### src/sv/skvt_pkg.sv
package skvt_pkg;

  localparam int CAPACITY   = 128;
  localparam int NAME_CHARS = 8;
  localparam int KEY_W      = 64;
  localparam int NUM_W      = 50;
  localparam int KEY_BYTES  = KEY_W / 8;

  // Match tree: first level ORs groups of cells, second level ORs groups.
  localparam int GROUP_SIZE = 16;
  localparam int NUM_GROUPS = (CAPACITY + GROUP_SIZE - 1) / GROUP_SIZE;

  // Only the top NAME_CHARS bytes of a key take part.
  localparam logic [KEY_W-1:0] KEY_MASK = {KEY_W{1'b1}} << ((KEY_BYTES - NAME_CHARS) * 8);

  typedef enum logic {
    OP_ADD    = 1'b0,
    OP_LOOKUP = 1'b1
  } op_t;

  typedef enum logic [2:0] {
    STATUS_UPDATED  = 3'd0,
    STATUS_INSERTED = 3'd1,
    STATUS_FULL     = 3'd2,
    STATUS_MISSING  = 3'd3,
    STATUS_FOUND    = 3'd4
  } status_t;

  typedef struct packed {
    op_t              opcode;
    logic [KEY_W-1:0] name_key;
    logic [NUM_W-1:0] phone_number;
  } cmd_word_t;

  typedef struct packed {
    status_t          status;
    logic [NUM_W-1:0] found_number;
  } rsp_word_t;

  typedef struct packed {
    logic             valid;
    logic [KEY_W-1:0] key;
    logic [NUM_W-1:0] number;
  } entry_t;

  // Broadcast controls to every cell of the chain.
  typedef struct packed {
    logic compare;
    logic insert;
    logic update;
  } cell_ctl_t;

  typedef enum logic [1:0] {
    ST_IDLE,
    ST_GATHER,
    ST_RESOLVE,
    ST_COMMIT
  } fsm_state_t;

endpackage

### src/sv/skvt_cell.sv
module skvt_cell import skvt_pkg::*; (
  input  logic             clk,
  input  logic             rst,
  input  cell_ctl_t        ctl,
  input  logic [KEY_W-1:0] cmp_key,
  input  entry_t           new_entry,
  input  entry_t           left_entry,
  input  logic             left_above,
  output entry_t           entry,
  output logic             above,
  output logic             hit
);

  logic             valid;
  logic [KEY_W-1:0] key;
  logic [NUM_W-1:0] number;

  always_ff @(posedge clk) begin
    if (rst) begin
      valid <= 1'b0;
    end else if (ctl.insert && above) begin
      valid <= left_above ? left_entry.valid : 1'b1;
    end
  end

  always_ff @(posedge clk) begin
    if (ctl.insert && above) begin
      // Shift right behind the insert point; the first cell above takes the new word.
      key    <= left_above ? left_entry.key : new_entry.key;
      number <= left_above ? left_entry.number : new_entry.number;
    end else if (ctl.update && hit) begin
      number <= new_entry.number;
    end
  end

  always_ff @(posedge clk) begin
    if (ctl.compare) begin
      hit   <= valid && (key == cmp_key);
      above <= !valid || (key > cmp_key);
    end
  end

  assign entry = '{valid: valid, key: key, number: number};

endmodule

### config.mk
export PLATFORM = sky130hd
export DESIGN_NAME = skvt_cell
export DESIGN_NICKNAME = d
export VERILOG_FILES = /design/src/sv/skvt_pkg.sv /design/src/sv/skvt_cell.sv
export SDC_FILE = /design/constraint.sdc
export NUM_CORES = 1
export LEC_CHECK = 0
export ABC_AREA = 0
export ABC_CLOCK_PERIOD_IN_PS = 5000
export BUFFER_PORTS_ARGS = -buffer_cell sky130_fd_sc_hd__buf_4
export CAP_MARGIN = 10
export CORE_AREA = 2 2 164 166
export CTS_CLUSTER_DIAMETER = 40
export DETAILED_ROUTE_END_ITERATION = 7
export DIE_AREA = 0 0 166 168
export HOLD_SLACK_MARGIN = 0.05
export PLACE_DENSITY_LB_ADDON = 0.12
export SYNTH_ARGS = -nofsm -noshare
export SYNTH_HDL_FRONTEND = slang
export SYNTH_SLANG_ARGS = --single-unit
### constraint.sdc
create_clock -name clk -period 5 [get_ports clk]
set_clock_uncertainty 0.2 [all_clocks]
set_input_delay 0.5 -clock clk [delete_from_list [all_inputs] [get_ports clk]]
set_output_delay 0.5 -clock clk [all_outputs]
set_load 0.02 [all_outputs]
==> results of run 1 <==
cells in the final DEF, fill, tap and decap left out, types with 2 or more instances in the layout:
cell type and count:
inv_6 7, mux2_2 114, a21o_1 6, inv_8 4
buf_4 419, ha_1 64, inv_1 66, nor4_1 2
edfxtp_1 116, nor2_1 6, nand4_1 11, nand2_1 14
nand3_1 10, a211oi_1 3, a21oi_1 23, a221oi_1 2
a31oi_1 2, clkbuf_16 17, o21ai_0 7, and4_1 2
flip-flops by register name, summed over array words and instances, names as in the netlist:
signal  flops
hit         1
above       1
key        64
number     50
valid       1
cell type report:
type                    count  area, sq um
clock buffers              17          425
inverters                  66          248
flip-flops and latches    117         3500
well taps                 341          427
clock inverters            15          156
multi-input cells         284         2720
fillers                  2632        15700
repair buffers            420         3160
timing repair:
action,4_1_cts,5_1_grt
hold buffers,1,0
hold endpoints to repair,1,0
endpoints found under the setup margin,0,0
metal layers:
| metal | routed length [microns] | GRT usage [%] | vias up |
|---|---|---|---|
| met1 | 8150 | 16.6 | 2436 |
| met2 | 11600 | 28.5 | 258 |
| li1 | - | - | 2653 |
| met5 | 0 | 0 | - |
| met4 | 304 | 4.42 | 0 |
| met3 | 2430 | 7.19 | 15 |
worst max path at each step:
stage                  to  slack, ps  depth (start not counted)
2_1_floorplan   number[0]        800                          3
3_3_place_gp   number[11]       2130                          5
3_5_place_dp   number[24]       2110                          5
4_1_cts        number[25]       2330                          4
5_1_grt        number[25]       2190                          4
6_report       number[25]       2410                          4
stage by stage:
| stage | std cells | setup WS, ps | instance area [sq um] | utilization (%) | hold slack (ps) |
|---|---|---|---|---|---|
| 2_1_floorplan | 481 | 798 | 6530 | - | 293 |
| 3_3_place_gp | 1227 | 2130 | 10000 | 38.1 | 330 |
| 3_5_place_dp | 1227 | 2110 | 10000 | 38.1 | 327 |
| 4_1_cts | 1260 | 2330 | 10600 | 40.3 | 77.0 |
| 5_1_grt | 1260 | 2190 | 10600 | 40.3 | 80.4 |
| 6_report | 1260 | 2410 | 10600 | 40.3 | 100 |
report_power, final:
part           switching (mW)  internal (mW)  leakage [nW]  total (mW)
Clock                   0.533          0.708         0.285        1.24
Combinational           0.289          0.351          3.54       0.640
Sequential             0.0332           1.17          1.13        1.21
Total                   0.855           2.23          4.96        3.09
logic make-up (layout without fill, tap and decap cells):
group           after synthesis  after routing  synth area share, %
flops                       117            117                 53.7
simple gates                 55             55                 4.71
compound gates               51             51                 4.87
buf+inv                      80            518                 4.85
mux                         114            114                 19.7
fa+ha+maj                    64             64                 12.3
==> flow_summary.ini, run 1 <==
[sta]
finalHoldViolCount = 0
setup_violations = 0
period_share_pct = 51.8
relSlewSlack_pct = 37.6
rsz0062_at_grt = false
period_minus_slack_ps = 2590
max_freq_ghz = 0.386
tightest_slew_ps = 936
fin_tns_setup_ps = 0
report.final.slew_viol_count = 0

[critical_path]
crit_start = above
worst-r2r-cell-count = 4
worstPathMaxFanout = 67
crit_arrival_ps = 2440
cpLargestDelayFamily = buffers and inverters
r2r-start = above
slowest_delay_ps = 720
r2r_slack_ps = 2410
crit_chain = and2_4, buf_4, a21o_2, buf_4
path_buf_inv = 2
crit_path_top_delay_cell = buf_4
path_class = reg2reg
crit_top_cell = buf_4
end_kind = flop
worstPathRequired_ps = 4850
rr_endpoint = number[25]
crit_path_start_kind = flop

[cts]
cts.clk_slew.worst_paths_ps = 60
cts_made_buffers = 17
cts_sinks = 117
cts_setup_buffers = 0
htree_levels = 4
cts_resized = 0
clock_path_buffers = 2
cts_tree = yes
worst_skew_pair.late_latency_ps = 410
root_buffer = clkbuf_16

[logic_synthesis]
synth_ff_type = edfxtp_1
yosysMostFrequentCell = edfxtp_1
ys_ff_latch = 117
synth_area_leaders = edfxtp_1 53%, mux2_2 20%, ha_1 12%
netlist_area_sq_mm = 0.00653
synth_cell_types = 36
yosysWarnings = 0
netlist_top_cells_count = 116 x edfxtp_1, 114 x mux2_2, 66 x inv_1
synthesis.nets = 845
synth_area_per_cell_sq_um = 13.6
synth.top_cell.area_share_pct = 53.3
synth_edf_count = 116
synth_cells = 481
synth-seq-area-share_pct = 53.7
async_flop_share_pct = 0
yosysTopAreaCell = edfxtp_1

[power]
power_mw = 3.09
powerDensity_mw_per_mm2 = 290
leakage_nw = 4.96
max-vdd-ir-drop_v = 0.000176

[detailed_routing]
drtPass1Iterations = 4
drt-wirelength-per-cell_microns = 17.9
vias = 5362
vias_per_cell = 4.26
postRouteAntennaNets = 0
drc = 0
first_iter_violations = 210
wl_microns = 22500

[place]
gp_congestion = 0.748
io_buffers = 415
dp.final_hpwl_microns = 18200

[worst_hold_path]
holdPathEnd = above
holdCritStartpoint = ctl[2]
hold_path_class = in2reg
holdPathStages = 1

[run]
cap_violations = 0

[floorplan]
core_area_sq_mm = 0.0264
chipWidth_microns = 166
rows = 60
io_pins = 417
initial_utilization_pct = 24.8
die_area_sq_mm = 0.0279
die_h_microns = 168

[global_routing]
grt_overflow = 0
grt_max_degree = 68
grt_pass1_vias = 5717
grt_usage_pct = 15.8
grt_antenna_before_repair = 0
grt_pass1_wl_microns = 33100

[final_layout]
drive_gt1_share_pct = 62.2
synthToLayoutAreaGrowth_pct = 62.8
diodes = 0
fin_nets = 1270

[status]
status = complete, no violations
(Power assumes the default switching activity.)
==> inputs of run 2 (changes only) <==
--- a/config.mk
+++ b/config.mk
@@ -5,14 +5,14 @@
 export SDC_FILE = /design/constraint.sdc
 export NUM_CORES = 1
 export LEC_CHECK = 0
-export ABC_AREA = 0
-export ABC_CLOCK_PERIOD_IN_PS = 5000
+export ABC_AREA = 1
+export ABC_CLOCK_PERIOD_IN_PS = 2100
 export BUFFER_PORTS_ARGS = -buffer_cell sky130_fd_sc_hd__buf_4
 export CAP_MARGIN = 10
-export CORE_AREA = 2 2 164 166
+export CORE_AREA = 2 2 160 162
 export CTS_CLUSTER_DIAMETER = 40
 export DETAILED_ROUTE_END_ITERATION = 7
-export DIE_AREA = 0 0 166 168
+export DIE_AREA = 0 0 162 164
 export HOLD_SLACK_MARGIN = 0.05
 export PLACE_DENSITY_LB_ADDON = 0.12
 export SYNTH_ARGS = -nofsm -noshare
==> constraint.sdc (replaced) <==
create_clock -name clk -period 2.1 [get_ports clk]
set_clock_uncertainty 0.2 [all_clocks]
set_input_delay 0.21 -clock clk [delete_from_list [all_inputs] [get_ports clk]]
set_output_delay 0.21 -clock clk [all_outputs]
set_load 0.02 [all_outputs]
==> flow_summary.ini, run 2 <==
[sta]
tightest_slew_ps = 546
setup_violations = 0
period_share_pct = 94.8
setup_slack_ps = 109
rsz0062_at_grt = true
max_freq_ghz = 0.502
finalHoldViolCount = 0
relSlewSlack_pct = 63.6
period_minus_slack_ps = 1990
report.final.slew_viol_count = 0

[power]
leakage_nw = 6.33
seqPwrFrac_pct = 37.0
p_switching_mw = 2.17
p_int_mw = 5.61
clkPwrFrac_pct = 36.9
switching_share_pct = 27.9
max-vdd-ir-drop_v = 0.000358
combPwrFrac_pct = 26.1
power_mw = 7.77
powerDensity_mw_per_mm2 = 591

[global_routing]
grt_pass1_vias = 7192
grt_pass1_wl_microns = 37100
grt_antenna_before_repair = 1
grtUsageMet3_pct = 7.17
grt_max_degree = 65
grt_overflow = 0
use_met2_pct = 33.8
grt_usage_pct = 18.3
busiest_layer = met2
met1_usage_pct = 18.7

[final_layout]
synthToLayoutAreaGrowth_pct = 96.5
final_cell_mix = 418 x buf_4, 232 x dlygate4sd3_1, 208 x nand2_1
drive_gt1_share_pct = 41.7
diodes = 0
largest_reg_flops = 64
fin_nets = 1655
largestRegisters = key: 64 flops, number: 50 flops
top_register = key
final_common_cell = buf_4

[floorplan]
rows = 58
initial_utilization_pct = 27.0
io_pins = 417
core_area_sq_mm = 0.0248
die_h_microns = 164
chipWidth_microns = 162
die_area_sq_mm = 0.0266

[critical_path]
path_buf_inv = 1
crit_path_start_kind = flop
worstPathMaxFanout = 3
worstPathRequired_ps = 2060
crit_chain = ha_1, nand2_1, inv_1, nand3_1, nor3_4, nor3b_2, a21oi_1
crit_arrival_ps = 1950
end_kind = flop
slowest_delay_ps = 400
crit_path_top_delay_cell = edfxtp_1
path_class = reg2reg
cpLargestDelayFamily = simple AND/OR/NAND/NOR gates

[place]
gp_congestion = 0.742
io_buffers = 415
dp.final_hpwl_microns = 18200
pre_cts_ws_ps = 39.7

[worst_hold_path]
hold_path_class = in2reg

[detailed_routing]
vias = 6929
postRouteAntennaNets = 0
drtPass1Iterations = 5
wl_microns = 25200
first_iter_violations = 211
drc = 0
drt-wirelength-per-cell_microns = 15.5
vias_per_cell = 4.24

[logic_synthesis]
yosysTopAreaCell = edfxtp_1
yosysWarnings = 0
yosysMostFrequentCell = nand2_1
synth_area_per_cell_sq_um = 10.5
synth_ff_type = edfxtp_1
netlist_area_sq_mm = 0.00670
netlist_top_cells_count = 210 x nand2_1, 116 x edfxtp_1, 77 x inv_1
ys_ff_latch = 117
synth_edf_count = 116
synth.top_cell.area_share_pct = 52.0
synth_area_leaders = edfxtp_1 52%, ha_1 12%, nand2_1 12%
synthesis.nets = 1001
synth_cell_types = 26
synth-seq-area-share_pct = 52.3
async_flop_share_pct = 0
synth_cells = 637

[cts]
clock_path_buffers = 2
cts_tree = yes
htree_levels = 4
cts_made_buffers = 17
cts.clk_slew.worst_paths_ps = 60
root_buffer = clkbuf_16
worst_skew_pair.late_latency_ps = 420
cts_setup_buffers = 0
cts_sinks = 117

[run]
cap_violations = 0

[status]
status = complete, no violations
-- run 2: worst paths after layout --
check	to	start	slack (ps)	depth (start not counted)
max	above	key[59]	110	7
min reg2reg	valid	valid	330	2
max reg2reg	above	key[59]	110	7
min	valid	left_above	210	5
-- run 2: area by class of cell --
| cell class | instances | area (sq um) |
|---|---|---|
| fill | 2207 | 11700 |
| sequential | 117 | 3500 |
| tap | 330 | 413 |
| clock inverter | 15 | 144 |
| timing repair buffer | 653 | 5510 |
| clock buffer | 17 | 425 |
| multi-input combinational | 422 | 2860 |
| inverter | 80 | 305 |
-- run 2: power groups by stage --
stage	combinational (mW)	clock (mW)	sequential, mW
3_3_place_gp	1.63	0	2.91
4_1_cts	2.03	2.95	2.87
3_5_place_dp	1.64	0	2.92
5_1_grt	2.21	3.04	2.90
6_report	2.03	2.87	2.87
2_1_floorplan	0.540	0	3.13
-- run 2: through the flow --
step	instances	TNS [ps]	hold slack (ps)	instance area [sq um]	utilization, %
global placement	1370	0	175	10200	41.2
floorplan	637	0	88.5	6710	-
finish	1634	0	208	13200	53.0
CTS	1634	0	231	13100	52.8
detailed placement	1370	0	183	10200	41.2
global route	1634	-35.7	262	13200	53.0
-- run 2: cell families after synthesis --
family / Yosys count / share of synthesized area (%)
compound gates: 40 / 3.17
fa+ha+maj: 64 / 12.0
buf+inv: 98 / 5.86
flops: 117 / 52.3
mux: 64 / 10.8
simple gates: 254 / 16.0
-- run 2: metal layers --
layer | up-vias | part of all wire [%]
met3 | 38 | 9.5
met1 | 3126 | 37
met2 | 311 | 52
met4 | 2 | 2.3
li1 | 3452 | -
met5 | - | 0.067
-- run 2: repair_timing --
action / 4_1_cts / 5_1_grt
setup endpoints to repair: 0 / 50
hold buffers: 232 / 0
endpoints found under the hold margin: 117 / 0
resized for setup: 0 / 10
-- run 2: worst register-to-register path: stages (launching register included) --
cell	delay (ps)
edfxtp_1	400
ha_1	310
nand2_1	50
inv_1	60
nand3_1	200
nor3_4	230
nor3b_2	220
a21oi_1	60
